### src/rtl/tnpq_pkg.sv
`default_nettype none
// ----------------------------------------------------------------------------
// Trajectory nearest point query package
// Shared opcodes, status codes, register indexes and scan cell record.
// ----------------------------------------------------------------------------
package tnpq_pkg;

    localparam logic [2:0] OP_CLEAR    = 3'd0;
    localparam logic [2:0] OP_APPEND   = 3'd1;
    localparam logic [2:0] OP_NEAR_POS = 3'd2;
    localparam logic [2:0] OP_REL_TIME = 3'd3;
    localparam logic [2:0] OP_ABS_TIME = 3'd4;

    localparam logic [1:0] ST_OK    = 2'd0;
    localparam logic [1:0] ST_EMPTY = 2'd1;
    localparam logic [1:0] ST_FULL  = 2'd2;

    localparam logic [0:0] REG_HEADER_TIME  = 1'b0;
    localparam logic [0:0] REG_FORWARD_ONLY = 1'b1;

    // one stored point streamed through the scan cells
    typedef struct packed {
        logic        vld;
        logic        first;
        logic        last;
        logic [16:0] idx;
        logic [31:0] px;
        logic [31:0] py;
        logic [31:0] pt;
    } t_pt;

endpackage
`default_nettype wire

### src/rtl/tnpq_sq_cell.sv
`default_nettype none
// ----------------------------------------------------------------------------
// Trajectory nearest point query square cell
// Registered absolute difference and square of both coordinates.
// ----------------------------------------------------------------------------
module tnpq_sq_cell
    import tnpq_pkg::*;
(
    input  wire logic        i_clk,
    input  wire logic        i_rst_n,
    input  wire t_pt         i_pt,
    input  wire logic [31:0] i_qx,
    input  wire logic [31:0] i_qy,
    output t_pt              o_pt,
    output logic [63:0]      o_sx,
    output logic [63:0]      o_sy
);
    t_pt         r_pt;
    logic [31:0] r_dx;
    logic [31:0] r_dy;
    logic [63:0] r_sx;
    logic [63:0] r_sy;
    t_pt         r_pt2;
    logic [32:0] n_dx;
    logic [32:0] n_dy;

    always_comb begin
        n_dx = {i_pt.px[31], i_pt.px} - {i_qx[31], i_qx};
        n_dy = {i_pt.py[31], i_pt.py} - {i_qy[31], i_qy};
        if (n_dx[32]) n_dx = 33'd0 - n_dx;
        if (n_dy[32]) n_dy = 33'd0 - n_dy;
    end

    always_ff @(posedge i_clk) begin
        if (!i_rst_n) begin
            r_pt.vld  <= 1'b0;
            r_pt2.vld <= 1'b0;
        end else begin
            r_pt  <= i_pt;
            r_pt2 <= r_pt;
        end
        r_dx <= n_dx[31:0];
        r_dy <= n_dy[31:0];
        r_sx <= r_dx * r_dx;
        r_sy <= r_dy * r_dy;
    end

    assign o_pt = r_pt2;
    assign o_sx = r_sx;
    assign o_sy = r_sy;
endmodule
`default_nettype wire

### config.mk
export PLATFORM = sky130hd
export DESIGN_NAME = tnpq_sq_cell
export DESIGN_NICKNAME = d
export VERILOG_FILES = /design/src/rtl/tnpq_pkg.sv /design/src/rtl/tnpq_sq_cell.sv
export SDC_FILE = /design/constraint.sdc
export NUM_CORES = 2
export LEC_CHECK = 0
export ABC_AREA = 1
export BUFFER_PORTS_ARGS = -buffer_cell sky130_fd_sc_hd__buf_2
export CAP_MARGIN = 30
export CORE_UTILIZATION = 31
export DETAILED_ROUTE_END_ITERATION = 12
export PLACE_DENSITY_LB_ADDON = 0.08
export REMOVE_ABC_BUFFERS = 1
export SYNTH_ARGS = -nofsm -noshare
export SYNTH_HDL_FRONTEND = slang
export SYNTH_SLANG_ARGS = --single-unit
### constraint.sdc
create_clock -name i_clk -period 9.5 [get_ports i_clk]
set_input_delay 0.475 -clock i_clk [delete_from_list [all_inputs] [get_ports i_clk]]
set_output_delay 0.475 -clock i_clk [all_outputs]
set_load 0.01 [all_outputs]
==> results.sh <==
export IMPL_status="finished clean"
export IMPL_clock_skew_ns=0.0234
export IMPL_vias=56800
export IMPL_layout_min_cycle_time_ns=8.85
export IMPL_layout_drive_gt1_share=0.0782
export IMPL_root_buffer="clkbuf_16"
export IMPL_gr_usage_met2=0.321
export IMPL_fin_nets=12000
export IMPL_critical_path_startpoint_type="flop"
export IMPL_drt_pass1_iter_count=7
export IMPL_route_detailed_drc=0
export IMPL_grt_busiest_layer="met2"
export IMPL_multiInputGateArea_um2=55400
export IMPL_min_period_over_period=0.932
export IMPL_yosysSeqAreaShare=0.138
export IMPL_dpl_hpwl_mm=207
export IMPL_max_cap_violations=0
export IMPL_post_cts_resized=0
export IMPL_async_flop_share=0
export IMPL_setup_tns_ns=0
export IMPL_synthXorXnorAreaFrac=0.0292
export IMPL_synth_area_leader_cell="fa_1"
export IMPL_crit_type="reg2reg"
export IMPL_synth_top_family_by_area="adder cells"
export IMPL_syn_to_final_growth_pct=12.6
export IMPL_place_congestion=0.887
export IMPL_core_um2=249000
export IMPL_post_cts_setup_buffers=0
export IMPL_synth_compound_area_frac=0.0362
export IMPL_ant_nets=0
export IMPL_synthCells=9070
export IMPL_vias_per_cell=4.37
export IMPL_synth_edf_count=230
export IMPL_synth_adder_area_share=0.514
export IMPL_yosysMostFrequentCell="inv_1"
export IMPL_rsz0062_at_grt="no"
export IMPL_drt_iter0_drc=2743
export IMPL_max_stage_delay_ns=0.98
export IMPL_relSlewSlack=0.287
export IMPL_drv_slew=0
export IMPL_grt_pass1_wl_mm=374
export IMPL_ff2ff_setup_slack_ns=0.65
export IMPL_critical_path_endpoint_type="flop"
export IMPL_grt_overflow=0
export IMPL_cts_sinks=422
export IMPL_cts_hold_buffers=115
export IMPL_seq_area_um2=10800
export IMPL_netlist_area_leader_share=0.409
export IMPL_synth_warnings=0
export IMPL_gr_usage_met3=0.0403
export IMPL_grt_pass1_vias=63000
export IMPL_path_clk_slew_ns=0.06
export IMPL_io_pins=426
export IMPL_synthSimpleGateAreaFrac=0.132
export IMPL_whs_path_depth=1
export IMPL_reg2regPathDepth=25
export IMPL_start_util=0.312
export IMPL_hold_viol=0
export IMPL_clock_fmax_mhz=113
export IMPL_cp_max_fo=16
export IMPL_synth_seq_cells=422
export IMPL_cp_data_required_time_ns=10.10
export IMPL_wl_mm=241
export IMPL_cp_common_cell="fa_1"
export IMPL_finalSetupViolCount=0
export IMPL_io_buffers=423
export IMPL_synth_cell_types=54
export IMPL_syn_area_per_cell_um2=8.58
export IMPL_n_fill_cell=26500
export IMPL_tritoncts="done"
export IMPL_synth_area_mux_share=0
export IMPL_met1_usage=0.268
export IMPL_clk_path_buf_depth=3
export IMPL_die_w_um=503
export IMPL_synthTopCellsByArea="fa_1 41%, inv_1 14%, ha_1 10%"
export IMPL_fp_row_count=183
export IMPL_htree_num_levels=2
export IMPL_grtUsageTotal=0.196
export IMPL_antenna_found_initial=29
export IMPL_die_h_um=503
export IMPL_worst_slew_pin_slew_ns=1.07
export IMPL_insertion_delay_ns=0.70
export IMPL_cp_slowest_cell="dfxtp_1"
export IMPL_synth_common_cells="2890 x inv_1, 1891 x nand2_1, 1590 x fa_1"
export IMPL_die_area_um2=253000
export IMPL_numCtsBuffers=57
export IMPL_synthesis_area_um2=77800
export IMPL_wl_per_cell_um=18.6
export IMPL_ys_flop_type="edfxtp_1"
export IMPL_grt_max_degree=133
export IMPL_min_path_type="in2reg"
export IMPL_worstPathArrival_ns=9.46
-- cells in the final DEF (no fill, tap or decap), types with 11 or more instances in the layout --
cell type	Yosys	layout
inv_1	2890	2890
nand2_1	1891	1891
fa_1	1590	1590
ha_1	653	653
buf_2	4	422
nor2_1	337	337
edfxtp_1	230	230
a21oi_1	213	213
dfxtp_1	192	188
xor2_1	176	176
nand3_1	162	162
buf_4	5	133
dlygate4sd3_1	0	115
o21ai_0	102	102
xnor2_1	75	75
clkbuf_16	0	58
a31oi_1	40	40
o21bai_1	39	39
nand4_1	37	37
a21o_1	25	25
nor3_1	24	24
nand2_2	18	18
nor2_2	18	18
o21ai_1	16	16
nor4_1	15	15
o21a_1	13	13
buf_12	0	13
diode_2	0	12
nand3b_1	11	11
-- layer usage --
layer  up-vias  wire length (um)
met3       210             13700
li1      27100                 -
met2      1071            111000
met4        18              4560
met1     28300            112000
met5         -               107
-- cell type report --
cell class | count | share of cell area
antenna | 12 | 0.000343
timing repair buffer | 687 | 0.0522
clock inverter | 31 | 0.00338
sequential | 422 | 0.123
clock buffer | 72 | 0.0176
tap | 3330 | 0.0476
multi-input combinational | 5536 | 0.632
inverter | 2898 | 0.124
-- cells by family after synthesis --
logic type / count (synthesis)
buffers and inverters: 3113
AND/OR/NAND/NOR: 2549
adder cells (fa/ha/maj): 2243
AO/OA/AOI/OAI: 487
flip-flops: 422
XOR/XNOR: 255
other: 1
-- state kept, by name (all words and copies together) (netlist names) --
register  cells
o_pt        116
r_pt        116
o_sx         63
o_sy         63
r_dx         32
r_dy         32
-- path summary, 6_finish.rpt --
kind / from / to
worst max-delay path: r_dy[28] / o_sy[56]
worst min-delay path: i_pt[33] / r_pt[33]
worst max register to register: r_dy[28] / o_sy[56]
worst min register to register: r_pt[16] / o_pt[16]
-- worst max-delay path, delay by kind of cell, from the launching register on --
family | cells | cell delay (ns)
adder cells (fa/ha/maj) | 9 | 4.46
AND/OR/NAND/NOR | 8 | 2.33
flip-flops | 1 | 0.98
buffers and inverters | 7 | 0.79
XOR/XNOR | 1 | 0.17
-- metrics by stage --
step | util | instances | area [um2] | worst slack [ns] | hold WS [ns]
after global routing | 0.352 | 13000 | 87600 | 0.338 | 0.0270
after floorplan | - | 8856 | 77000 | 2.63 | 0.390
after detailed placement | 0.339 | 12800 | 84600 | 0.796 | 0.405
after CTS | 0.351 | 13000 | 87600 | 0.754 | 0.00272
after global placement | 0.339 | 12700 | 84500 | 0.758 | 0.400
final | 0.352 | 13000 | 87600 | 0.646 | 0.0609
Power is not shown: default switching activity piles up to over one toggle a cycle in this logic, so the estimate is an artifact.
