File: src/rtl/tnpq_pkg.sv
`default_nettype none
// ----------------------------------------------------------------------------
// Trajectory nearest point query package
// Shared opcodes, status codes, register indexes and scan cell record.
// ----------------------------------------------------------------------------
package tnpq_pkg;

    localparam logic [2:0] OP_CLEAR    = 3'd0;
    localparam logic [2:0] OP_APPEND   = 3'd1;
    localparam logic [2:0] OP_NEAR_POS = 3'd2;
    localparam logic [2:0] OP_REL_TIME = 3'd3;
    localparam logic [2:0] OP_ABS_TIME = 3'd4;

    localparam logic [1:0] ST_OK    = 2'd0;
    localparam logic [1:0] ST_EMPTY = 2'd1;
    localparam logic [1:0] ST_FULL  = 2'd2;

    localparam logic [0:0] REG_HEADER_TIME  = 1'b0;
    localparam logic [0:0] REG_FORWARD_ONLY = 1'b1;

    // one stored point streamed through the scan cells
    typedef struct packed {
        logic        vld;
        logic        first;
        logic        last;
        logic [16:0] idx;
        logic [31:0] px;
        logic [31:0] py;
        logic [31:0] pt;
    } t_pt;

endpackage
`default_nettype wire

File: src/rtl/tnpq_min_cell.sv
`default_nettype none
// ----------------------------------------------------------------------------
// Trajectory nearest point query min cell
// Sums squared distances and keeps the first running minimum.
// ----------------------------------------------------------------------------
module tnpq_min_cell
    import tnpq_pkg::*;
(
    input  wire logic        i_clk,
    input  wire logic        i_rst_n,
    input  wire t_pt         i_pt,
    input  wire logic [63:0] i_sx,
    input  wire logic [63:0] i_sy,
    output logic             o_done,
    output t_pt              o_best
);
    t_pt         r_pt;
    logic [64:0] r_d;
    logic [64:0] r_bd;
    t_pt         r_best;
    logic        r_done;

    always_ff @(posedge i_clk) begin
        if (!i_rst_n) begin
            r_pt.vld <= 1'b0;
            r_done   <= 1'b0;
        end else begin
            r_pt   <= i_pt;
            r_done <= r_pt.vld && r_pt.last;
        end
        r_d <= {1'b0, i_sx} + {1'b0, i_sy};
        if (r_pt.vld && (r_pt.first || r_d < r_bd)) begin
            r_bd   <= r_d;
            r_best <= r_pt;
        end
    end

    assign o_done = r_done;
    assign o_best = r_best;
endmodule
`default_nettype wire

File: config.mk
export PLATFORM = sky130hd
export DESIGN_NAME = tnpq_min_cell
export DESIGN_NICKNAME = d
export VERILOG_FILES = /design/src/rtl/tnpq_pkg.sv /design/src/rtl/tnpq_min_cell.sv
export SDC_FILE = /design/constraint.sdc
export NUM_CORES = 1
export LEC_CHECK = 0
export ABC_AREA = 1
export BUFFER_PORTS_ARGS = -buffer_cell sky130_fd_sc_hd__buf_2
export CORE_UTILIZATION = 30
export CTS_CLUSTER_DIAMETER = 150
export DETAILED_ROUTE_END_ITERATION = 10
export GPL_ROUTABILITY_DRIVEN = 0
export GPL_TIMING_DRIVEN = 1
export MAX_ROUTING_LAYER = met4
export PLACE_DENSITY = 0.49
export SKIP_LAST_GASP = 1
export SLEW_MARGIN = 20
export SYNTH_ARGS = -nofsm -noshare
export SYNTH_HDL_FRONTEND = slang
export SYNTH_SLANG_ARGS = --single-unit
File: constraint.sdc
create_clock -name i_clk -period 19.4 [get_ports i_clk]
set_input_delay 3.88 -clock i_clk [delete_from_list [all_inputs] [get_ports i_clk]]
set_output_delay 3.88 -clock i_clk [all_outputs]
set_load 0.005 [all_outputs]
==> run metrics, run 1 <==
Peak VDD IR=0.06950 mV; Wirelength per Cell=16.24 µm; min-delay src=r_pt[21]; Hold WS=0.4090 ns; crit path kind=input pin to register; reg-to-reg endpoint=o_best[107]; Post-CTS Resized=0; detailed-routed wire length on met2=23060 µm; max-cap viol count=0; Worst Hold Class=register to register; Worst-Skew Late Latency=0.56 ns; Synth warnings=0; simple-gate share of the synthesized area=0.1884; LEAKAGE=10.07 nW; R2R depth=15; placed insts=2903; Post-DP HPWL=38790 µm; CP bufs+invs=1; reg2reg setup slack=15.90 ns; H-tree depth=2; CP endpoint=r_d[60]; top sig layer=met4; top cells by area, synth=edfxtp_1, nand2_1, ha_1; Area growth syn-to-layout=23.51%; Critical Path AT=5.99 ns; f_max=179.2 MHz; Layout Skew=0.02599 ns; GRT Total Usage=0.1651; Synth Area in XOR/XNOR=0.01654; top cell type's share of synthesized area=0.5086; Tightest Pin Transition=0.9991 ns; nets@finish=2556; drt first-iter violations=620; critical path fanouts, max=5; post-CTS setup buffer count=0; Core Area=57590 µm²; largest family of logic cells by synthesized area=simple AND/OR/NAND/NOR gates; Initial Util=0.3035; via/cell ratio=4.441; DRC=0; Final Hold Vio Count=0; unrepaired setup endpoints after global routing=false; GRT overflow=0; Relative slew margins=0.3339; CP delay by family, top=simple AND/OR/NAND/NOR gates; register bit total from synthesis=363; min cycle time layout=5.580 ns; Die Area=59220 µm²; Critical path origin=i_sx[0]; Syn Area/Cell=9.862 µm²; met3 WL post-DR=2916 µm; Final Max Slew Viols=0; io pins=363; period utilization=0.2876; cell mode on critical path=nand2_1; Die X=243.4 µm; Seq/Total Area, Yosys=0.5854; Post-DP Area=20290 µm²; area share of fa/ha/maj cells after synthesis=0.09279; antenna violations before repair=0; Die Ht=243.4 µm; clock slew at reported path FFs=0.06 ns; Mapped Nets=2147; Critical Path Source Type=input pin; mux contribution to synthesized area=0; Post-Layout Cell Count=2978; post-cts hold buffer count=0; Pwr per Cell Area=94.42 nW/µm²; Unique masters post-synth=27; drt first pass iters=5; Num CTS Buffers=41; status=finished clean; final setup violating endpoints=0; DR vias=13220; clock tree buffer depth=3; CP Capture Type=register; CTS root buffer=clkbuf_16; ANT nets after route=0; Syn Inst Count=1772; wl on met1=20560 µm; largest net degree at the start of global routing=75; largest area contributor in the netlist=edfxtp_1; final instance area=21580 µm²; final wirelength=48360 µm; mapped cell area=17480 µm²; vias in the first global route=13270; Compound-Gate Fraction of Synth Area=0.05391; WP depth=15; reg-to-reg startpoint=r_bd[32]; global-route wire length before repair=73040 µm; setup TNS=0 ns; clock sink count=363; layout cells sized above 1=0.2261; crit-path cells=buf_2, ha_1, fa_1, nand3_1, nand2_1, nand2_1, nand2_2, nand2_1, nand2_2, nand2_1, nand2_2, nand2_1, nand2_1, nand2_1, nand2_1; row count=88; CP peak stage delay=0.52 ns; I/O Buffers=362; CP max stage cell=fa_1; CP required=19.81 ns; CTS tree=built
[placed cells by master, fill, tap and decap left out, drive strengths merged]
cell type | Yosys | routed
clkinv | 0 | 17
fa | 1 | 1
bufinv | 0 | 2
nor3 | 25 | 25
dfxtp | 67 | 67
o211a | 1 | 1
xor2 | 33 | 33
a211oi | 1 | 1
clkinvlp | 0 | 2
a21oi | 111 | 111
o21ai | 43 | 43
inv | 293 | 295
o21bai | 8 | 8
nand2 | 533 | 533
nand3 | 66 | 66
buf | 0 | 366
ha | 128 | 128
nand4 | 10 | 10
clkbuf | 0 | 50
o21a | 4 | 4
diode | 0 | 2
edfxtp | 296 | 296
a21o | 7 | 7
nor2 | 145 | 145
[worst min-delay path by stage]
stage,endpoint,slack [ns],depth (start not counted)
finish,o_best[21],0.41,0
global route,o_best[58],0.42,0
CTS,o_best[21],0.41,0
detailed placement,o_best[40],0.40,0
global placement,o_best[46],0.40,0
floorplan,o_best[0],0.40,0
[synthesized netlist by cell type]
library cell / count
nor3_4: 2
nand2_2: 29
a211oi_1: 1
o21ai_2: 1
ha_1: 128
a21oi_2: 2
xor2_1: 33
a21oi_1: 109
nor2_1: 123
nor2_4: 2
dfxtp_1: 67
nand4_1: 10
nand2_1: 504
o211a_1: 1
o21bai_1: 8
nor3_2: 9
a21o_1: 7
fa_1: 1
inv_1: 290
nand3_1: 61
inv_2: 3
edfxtp_1: 296
nor3_1: 14
o21a_1: 4
o21ai_0: 42
nand3_2: 5
nor2_2: 20
[registers in the layout, summed over array words and instances, names as in the netlist]
| register | flops |
|---|---|
| r_bd | 65 |
| r_d | 65 |
| o_best | 116 |
| o_done | 1 |
| r_pt | 116 |
[cell type report]
class,count,area [µm²]
antenna,2,5.005
sequential,363,10230
timing repair buffer,366,1844
fill,5829,36000
clock inverter,23,200.2
clock buffer,50,1091
tap,765,957.2
multi-input combinational,1116,6157
inverter,293,1100
[power breakdown]
group | leakage [nW] | switching (mW) | internal [mW]
Sequential | 3.38 | 0.0316 | 0.935
Clock | 0.632 | 0.314 | 0.430
Combinational | 6.06 | 0.209 | 0.118
[stage by stage]
stage,util,power [mW],setup WS (ns)
2_1_floorplan,-,1.180,8.731
3_3_place_gp,0.3523,1.309,13.25
3_5_place_dp,0.3523,1.312,13.26
4_1_cts,0.3747,2.069,13.85
5_1_grt,0.3747,2.143,13.70
6_report,0.3748,2.038,13.82
[logic make-up after synthesis]
logic type,count (synthesis)
AND/OR/NAND/NOR,779
flip-flops,363
buffers and inverters,293
AO/OA/AOI/OAI,175
adder cells (fa/ha/maj),129
XOR/XNOR,33
[per-layer routing]
metal	up-vias	GRT usage
met5	-	-
met4	0	0.07066
met3	105	0.02787
met2	459	0.2762
met1	6023	0.1952
li1	6637	-
No activity file was read; power rests on OpenSTA's default activity.
==> run 2: changes to the inputs <==
ABC_AREA = 0   (was 1)
PLACE_DENSITY = 0.51   (was 0.49)
clock period = 4.8 ns   (was 19.4 ns; I/O delays follow)
==> run 2 against run 1 <==
Effect of this change: flip-flop and latch count unchanged; power grew to 3.9 times the previous value; global-route usage shrank 2.6 points; cell count is 25% lower; non-clock buffer count up 4; clock power grew to 3.8 times the previous value; design area shrank 9.7%; largest cell class unchanged.
==> run metrics, run 2 <==
status=finished clean; Unique masters post-synth=67 (+150%); top cell type's share of synthesized area=0.5680 (+0.05933); CP delay by family, top=compound AO/OA/AOI/OAI gates; max-cap viol count=0 (unchanged); Post-DP HPWL=27570 µm (-29%); final wirelength=36250 µm (-25%); commonest cells after routing, fill and taps aside=buf_2, edfxtp_1, ha_1; antenna violations before repair=0 (unchanged); vias in the first global route=10180 (-23%); Relative slew margins=0.4494 (+0.1155); Num CTS Buffers=40 (-2.4%); Final Hold Vio Count=0 (unchanged); GRT Total Usage=0.1386 (-0.02643); crit path setup slack, layout=1.276 ns (-12.54 ns); post-cts hold buffer count=0 (unchanged); mapped cell area=15650 µm² (-10%); commonest non-fill, non-tap cell in the layout=buf_2; DR vias=10200 (-23%); unrepaired setup endpoints after global routing=false; clock slew at reported path FFs=0.06 ns (about the same); Seq/Total Area, Yosys=0.6537 (+0.06828); top cells by area, synth=edfxtp_1, ha_1, dfxtp_1; clock sink count=363 (unchanged); Post-synth ARST share=0 (unchanged); DRC=0 (unchanged); ANT nets after route=0 (unchanged); Worst Hold Class=register to register; nets@finish=1902 (-26%); critical path fanouts, max=3 (-2); io pins=363 (unchanged); row count=83 (-5.7%); CP peak stage delay=0.43 ns (-0.09 ns); Critical Path Source Type=input pin; Syn Inst Count=1142 (-36%); largest area contributor in the netlist=edfxtp_1; via/cell ratio=4.567 (+2.9%); Die Area=53080 µm² (-10%); Syn Area/Cell=13.70 µm² (+39%); CP required=5.22 ns (-14.59 ns); Synth warnings=0 (unchanged); Synth Area in XOR/XNOR=0.03190 (+0.01536); drt first pass iters=5 (unchanged); Area growth syn-to-layout=24.51%; CP Capture Type=register; final setup violating endpoints=0 (unchanged); met2 Track Usage GR=0.2215 (-0.05471); global-route wire length before repair=56120 µm (-23%); Compound-Gate Fraction of Synth Area=0.1194 (+0.06545); Initial Util=0.3044 (+0.0009699); most instantiated library cell after synthesis=edfxtp_1; crit-path cells=buf_2, ha_1, fa_1, a211oi_1, o211ai_1, a21oi_2, a21oi_1, o21ai_1, o221ai_1, a21bo_2, a2111oi_0, a211oi_1; largest net degree at the start of global routing=62 (-17%); post-CTS setup buffer count=0 (unchanged); CP bufs+invs=1 (unchanged); Core Area=51410 µm² (-11%); Post-CTS Resized=0 (unchanged); Most Crowded Layer GR=met2; Die X=230.4 µm (-5.3%); Filler cells=5027 (-14%); register bit total from synthesis=363 (unchanged); met3 GRT Util=0.02396 (-0.003907); area share of fa/ha/maj cells after synthesis=0.1036 (+0.01082); CP max stage cell=fa_1; register area=10230 µm² (unchanged); CTS tree=built; H-tree depth=2 (unchanged); largest family of logic cells by synthesized area=compound AO/OA/AOI/OAI gates; mux contribution to synthesized area=0.0006396 (+0.0006396); LEAKAGE=8.287 nW (-18%); crit path kind=input pin to register; Peak VDD IR=0.2085 mV (+200%); period utilization=0.7341; Tightest Pin Transition=0.8259 ns (-0.1732 ns); EDFF count, synth=296 (unchanged); top_reg_cell synth=edfxtp_1; Hold WS=0.4130 ns (+0.003958 ns); simple-gate share of the synthesized area=0.06188 (-0.1266); clock tree buffer depth=3 (unchanged); Final Max Slew Viols=0 (unchanged); I/O Buffers=362 (unchanged); drt first-iter violations=472 (-24%); pre-CTS WS=0.7569 ns (-12.51 ns); Worst-Skew Late Latency=0.55 ns (about the same); f_max=283.8 MHz; Wirelength per Cell=16.24 µm (about the same); Antenna Cells=0 (-2); setup TNS=0 ns (unchanged); Mapped Nets=1517 (-29%); GRT overflow=0 (unchanged); cell mode on critical path=a211oi_1; Pwr per Cell Area=408.2 nW/µm² (+330%); met1 Use GR=0.1769 (-0.01827); Die Ht=230.4 µm (-5.3%); CTS root buffer=clkbuf_16; multi-input logic area=4977 µm² (-19%); Post-synth top cells=edfxtp_1, ha_1, a21oi_1; Layout Skew=0.01477 ns (-0.01122 ns); layout cells sized above 1=0.2846 (+0.05847); Critical Path AT=3.94 ns (-2.05 ns); min cycle time layout=3.524 ns
[run 2: layer usage]
| layer | up-vias | wire length, µm |
|---|---|---|
| met5 | - | 0 |
| met2 | 308 | 16930 |
| met3 | 43 | 2052 |
| li1 | 5071 | - |
| met4 | 0 | 737 |
| met1 | 4777 | 16530 |
[run 2: cells by family (layout without fill, tap and decap cells)]
kind of cell               count (synthesis)  in the layout
adders and majority gates                129            129
muxes                                      1              1
DFF                                      363            363
buffers and inverters                    109            520
AOI/OAI and AO/OA                        289            289
xor gates and xnor gates                  57             57
and+or+nand+nor                          194            194
[run 2: through the flow]
step / utilization / instances / power (mW) / area, µm²
3_3_place_gp: 0.3556 / 2165 / 5.177 / 18280
6_report: 0.3791 / 2233 / 7.954 / 19490
2_1_floorplan: - / 1142 / 4.718 / 15650
5_1_grt: 0.3791 / 2233 / 8.380 / 19490
3_5_place_dp: 0.3556 / 2165 / 5.198 / 18280
4_1_cts: 0.3791 / 2233 / 8.100 / 19490
[run 2: path summary, 6_finish.rpt]
| check | startpoint | endpoint | slack (ns) | cells past startpoint |
|---|---|---|---|---|
| min reg2reg | r_pt[27] | o_best[27] | 0.41 | 0 |
| max | i_sx[0] | r_d[62] | 1.28 | 12 |
| min | r_pt[27] | o_best[27] | 0.41 | 0 |
| max reg2reg | r_bd[2] | o_best[51] | 1.31 | 12 |
[run 2: layout make-up]
class / count / share of cell area
Sequential cell: 363 / 0.5250
Multi-Input combinational cell: 670 / 0.2554
Timing Repair Buffer: 370 / 0.09811
Clock buffer: 54 / 0.05618
Tap cell: 680 / 0.04366
Inverter: 82 / 0.01580
Clock inverter: 14 / 0.005843
[run 2: power by group]
part           total, mW  internal (mW)  switching, mW
Combinational       1.18          0.516          0.668
Sequential          3.94           3.81          0.126
Clock               2.83           1.65           1.18
==> run 3: changes to the inputs <==
PLACE_DENSITY = 0.5   (was 0.51)
clock period = 3.7 ns   (was 4.8 ns; I/O delays follow)
==> run 3 against run 2 <==
Effect of this change: non-clock buffer count grew 53; combinational power rose by 36%; core utilization is 1.0 points higher; largest cell class unchanged.
==> run metrics, run 3 (same netlist as run 2, synthesis figures left out) <==
final core occ=0.3893 (+0.01020); Filler cells=4940 (-1.7%); Pwr per Cell Area=530.9 nW/µm² (+30%); vias in the first global route=10510 (+3.2%); Num CTS Buffers=40 (unchanged); met3 WL post-DR=1846 µm (-10%); CP Capture Type=register; Critical Path Source Type=input pin; R2R depth=10 (-2); Wirelength per Cell=15.86 µm (-2.3%); row count=83 (unchanged); reg-to-reg endpoint=o_best[69]; Area growth syn-to-layout=27.86%; register area=10230 µm² (unchanged); clock slew at reported path FFs=0.06 ns (about the same); final wirelength=36360 µm (+0.29%); CTS tree=built; antenna violations before repair=0 (unchanged); Final Max Slew Viols=0 (unchanged); Initial Util=0.3044 (unchanged); reg-to-reg startpoint=r_bd[59]; GRT overflow=0 (unchanged); clock sink count=363 (unchanged); drt first pass iters=5 (unchanged); Tightest Pin Transition=0.5411 ns (-0.2849 ns); io pins=363 (unchanged); LEAKAGE=8.608 nW (+3.9%); Critical Path AT=3.65 ns (-0.29 ns); via/cell ratio=4.523 (-0.97%); unrepaired setup endpoints after global routing=false; ANT nets after route=0 (unchanged); Antenna Cells=0 (unchanged); max-cap viol count=0 (unchanged); clock tree buffer depth=3 (unchanged); crit path kind=input pin to register; period utilization=0.8739; final setup violating endpoints=0 (unchanged); wl on met1=17090 µm (+3.4%); min-delay src=i_pt[15]; status=finished clean; largest net degree at the start of global routing=80 (+29%); GRT Total Usage=0.1394 (+0.0007716); DRC=0 (unchanged); drt first-iter violations=506 (+7.2%); detailed-routed wire length on met2=16610 µm (-1.9%); f_max=309.3 MHz; reg2reg setup slack=0.52 ns (-0.79 ns); Layout Skew=0.02591 ns (+0.01114 ns); DR vias=10370 (+1.6%); H-tree depth=2 (unchanged); critical path fanouts, max=3 (unchanged); CP required=4.11 ns (-1.11 ns); CP endpoint=r_d[62]; Final Hold Vio Count=0 (unchanged); global-route wire length before repair=56820 µm (+1.2%); commonest cells after routing, fill and taps aside=buf_2, edfxtp_1, ha_1; Die Ht=230.4 µm (unchanged); Post-CTS Resized=0 (unchanged); Post-DP HPWL=27890 µm (+1.1%); Worst-Skew Late Latency=0.55 ns (about the same); top sig layer=met4; Peak VDD IR=0.2736 mV (+31%); Critical path origin=i_sx[0]; multi-input logic area=4977 µm² (unchanged); Die X=230.4 µm (unchanged); I/O Buffers=362 (unchanged); Post-Layout Cell Count=2292 (+2.6%); min cycle time layout=3.233 ns; placed insts=2216 (+2.4%); commonest non-fill, non-tap cell in the layout=buf_2; Worst Hold Class=input pin to register; Relative slew margins=0.6355 (+0.1861); CTS root buffer=clkbuf_16; nets@finish=1955 (+2.8%); layout cells sized above 1=0.3096 (+0.02494); Die Area=53080 µm² (unchanged); Core Area=51410 µm² (unchanged)
-- run 3: power by group --
part / switching (mW) / internal [mW] / leakage (nW)
Combinational: 0.871 / 0.731 / 4.59
Clock: 1.58 / 2.33 / 0.644
Sequential: 0.168 / 4.94 / 3.38
-- run 3: routing by layer --
metal | up-vias | global-route usage
li1 | 5184 | -
met1 | 4820 | 0.1844
met2 | 304 | 0.2170
met3 | 59 | 0.02507
met4 | 0 | 0.04305
met5 | - | -
-- run 3: repair_timing --
action                                  in CTS  in global routing
endpoints found under the setup margin       0                 54
buffers inserted                             0                  2
endpoints found under the hold margin        0                  0
hold buffers                                 0                  0
-- run 3: per-stage QoR --
stage	hold WS [ns]	power [mW]	cell area, µm²	setup slack, ns	TNS, ns
floorplan	0.4003	6.116	15660	0.1838	0
global placement	0.4002	6.788	18670	-0.05343	-0.05343
detailed placement	0.4045	6.809	18670	-0.1040	-0.1040
CTS	0.3244	10.81	20000	0.1947	0
global route	0.3263	11.20	20010	0.2384	0
finish	0.3710	10.62	20010	0.4667	0
-- run 3: critical path, stage by stage --
cell	delay, ns
buf_2	0.10
ha_1	0.22
fa_1	0.39
a211oi_1	0.33
o211ai_1	0.19
a21oi_2	0.21
a21oi_1	0.12
o21ai_1	0.26
o221ai_1	0.27
a21bo_2	0.28
a2111oi_0	0.44
a211oi_1	0.10
-- run 3: layout make-up --
cell class,count,area share
clock buffers,57,0.05953
clock inverters,17,0.006565
inverters,82,0.01538
multi-input cells,670,0.2487
flip-flops and latches,363,0.5112
well taps,680,0.04252
repair buffers,423,0.1161
-- run 3: how the worst min path moves through the flow --
stage / slack [ns] / depth (start not counted) / end
final: 0.37 / 1 / r_pt[15]
after global routing: 0.33 / 1 / r_pt[15]
after CTS: 0.32 / 1 / r_pt[37]
after detailed placement: 0.40 / 0 / o_best[107]
after global placement: 0.40 / 0 / o_best[15]
after floorplan: 0.40 / 0 / o_best[0]
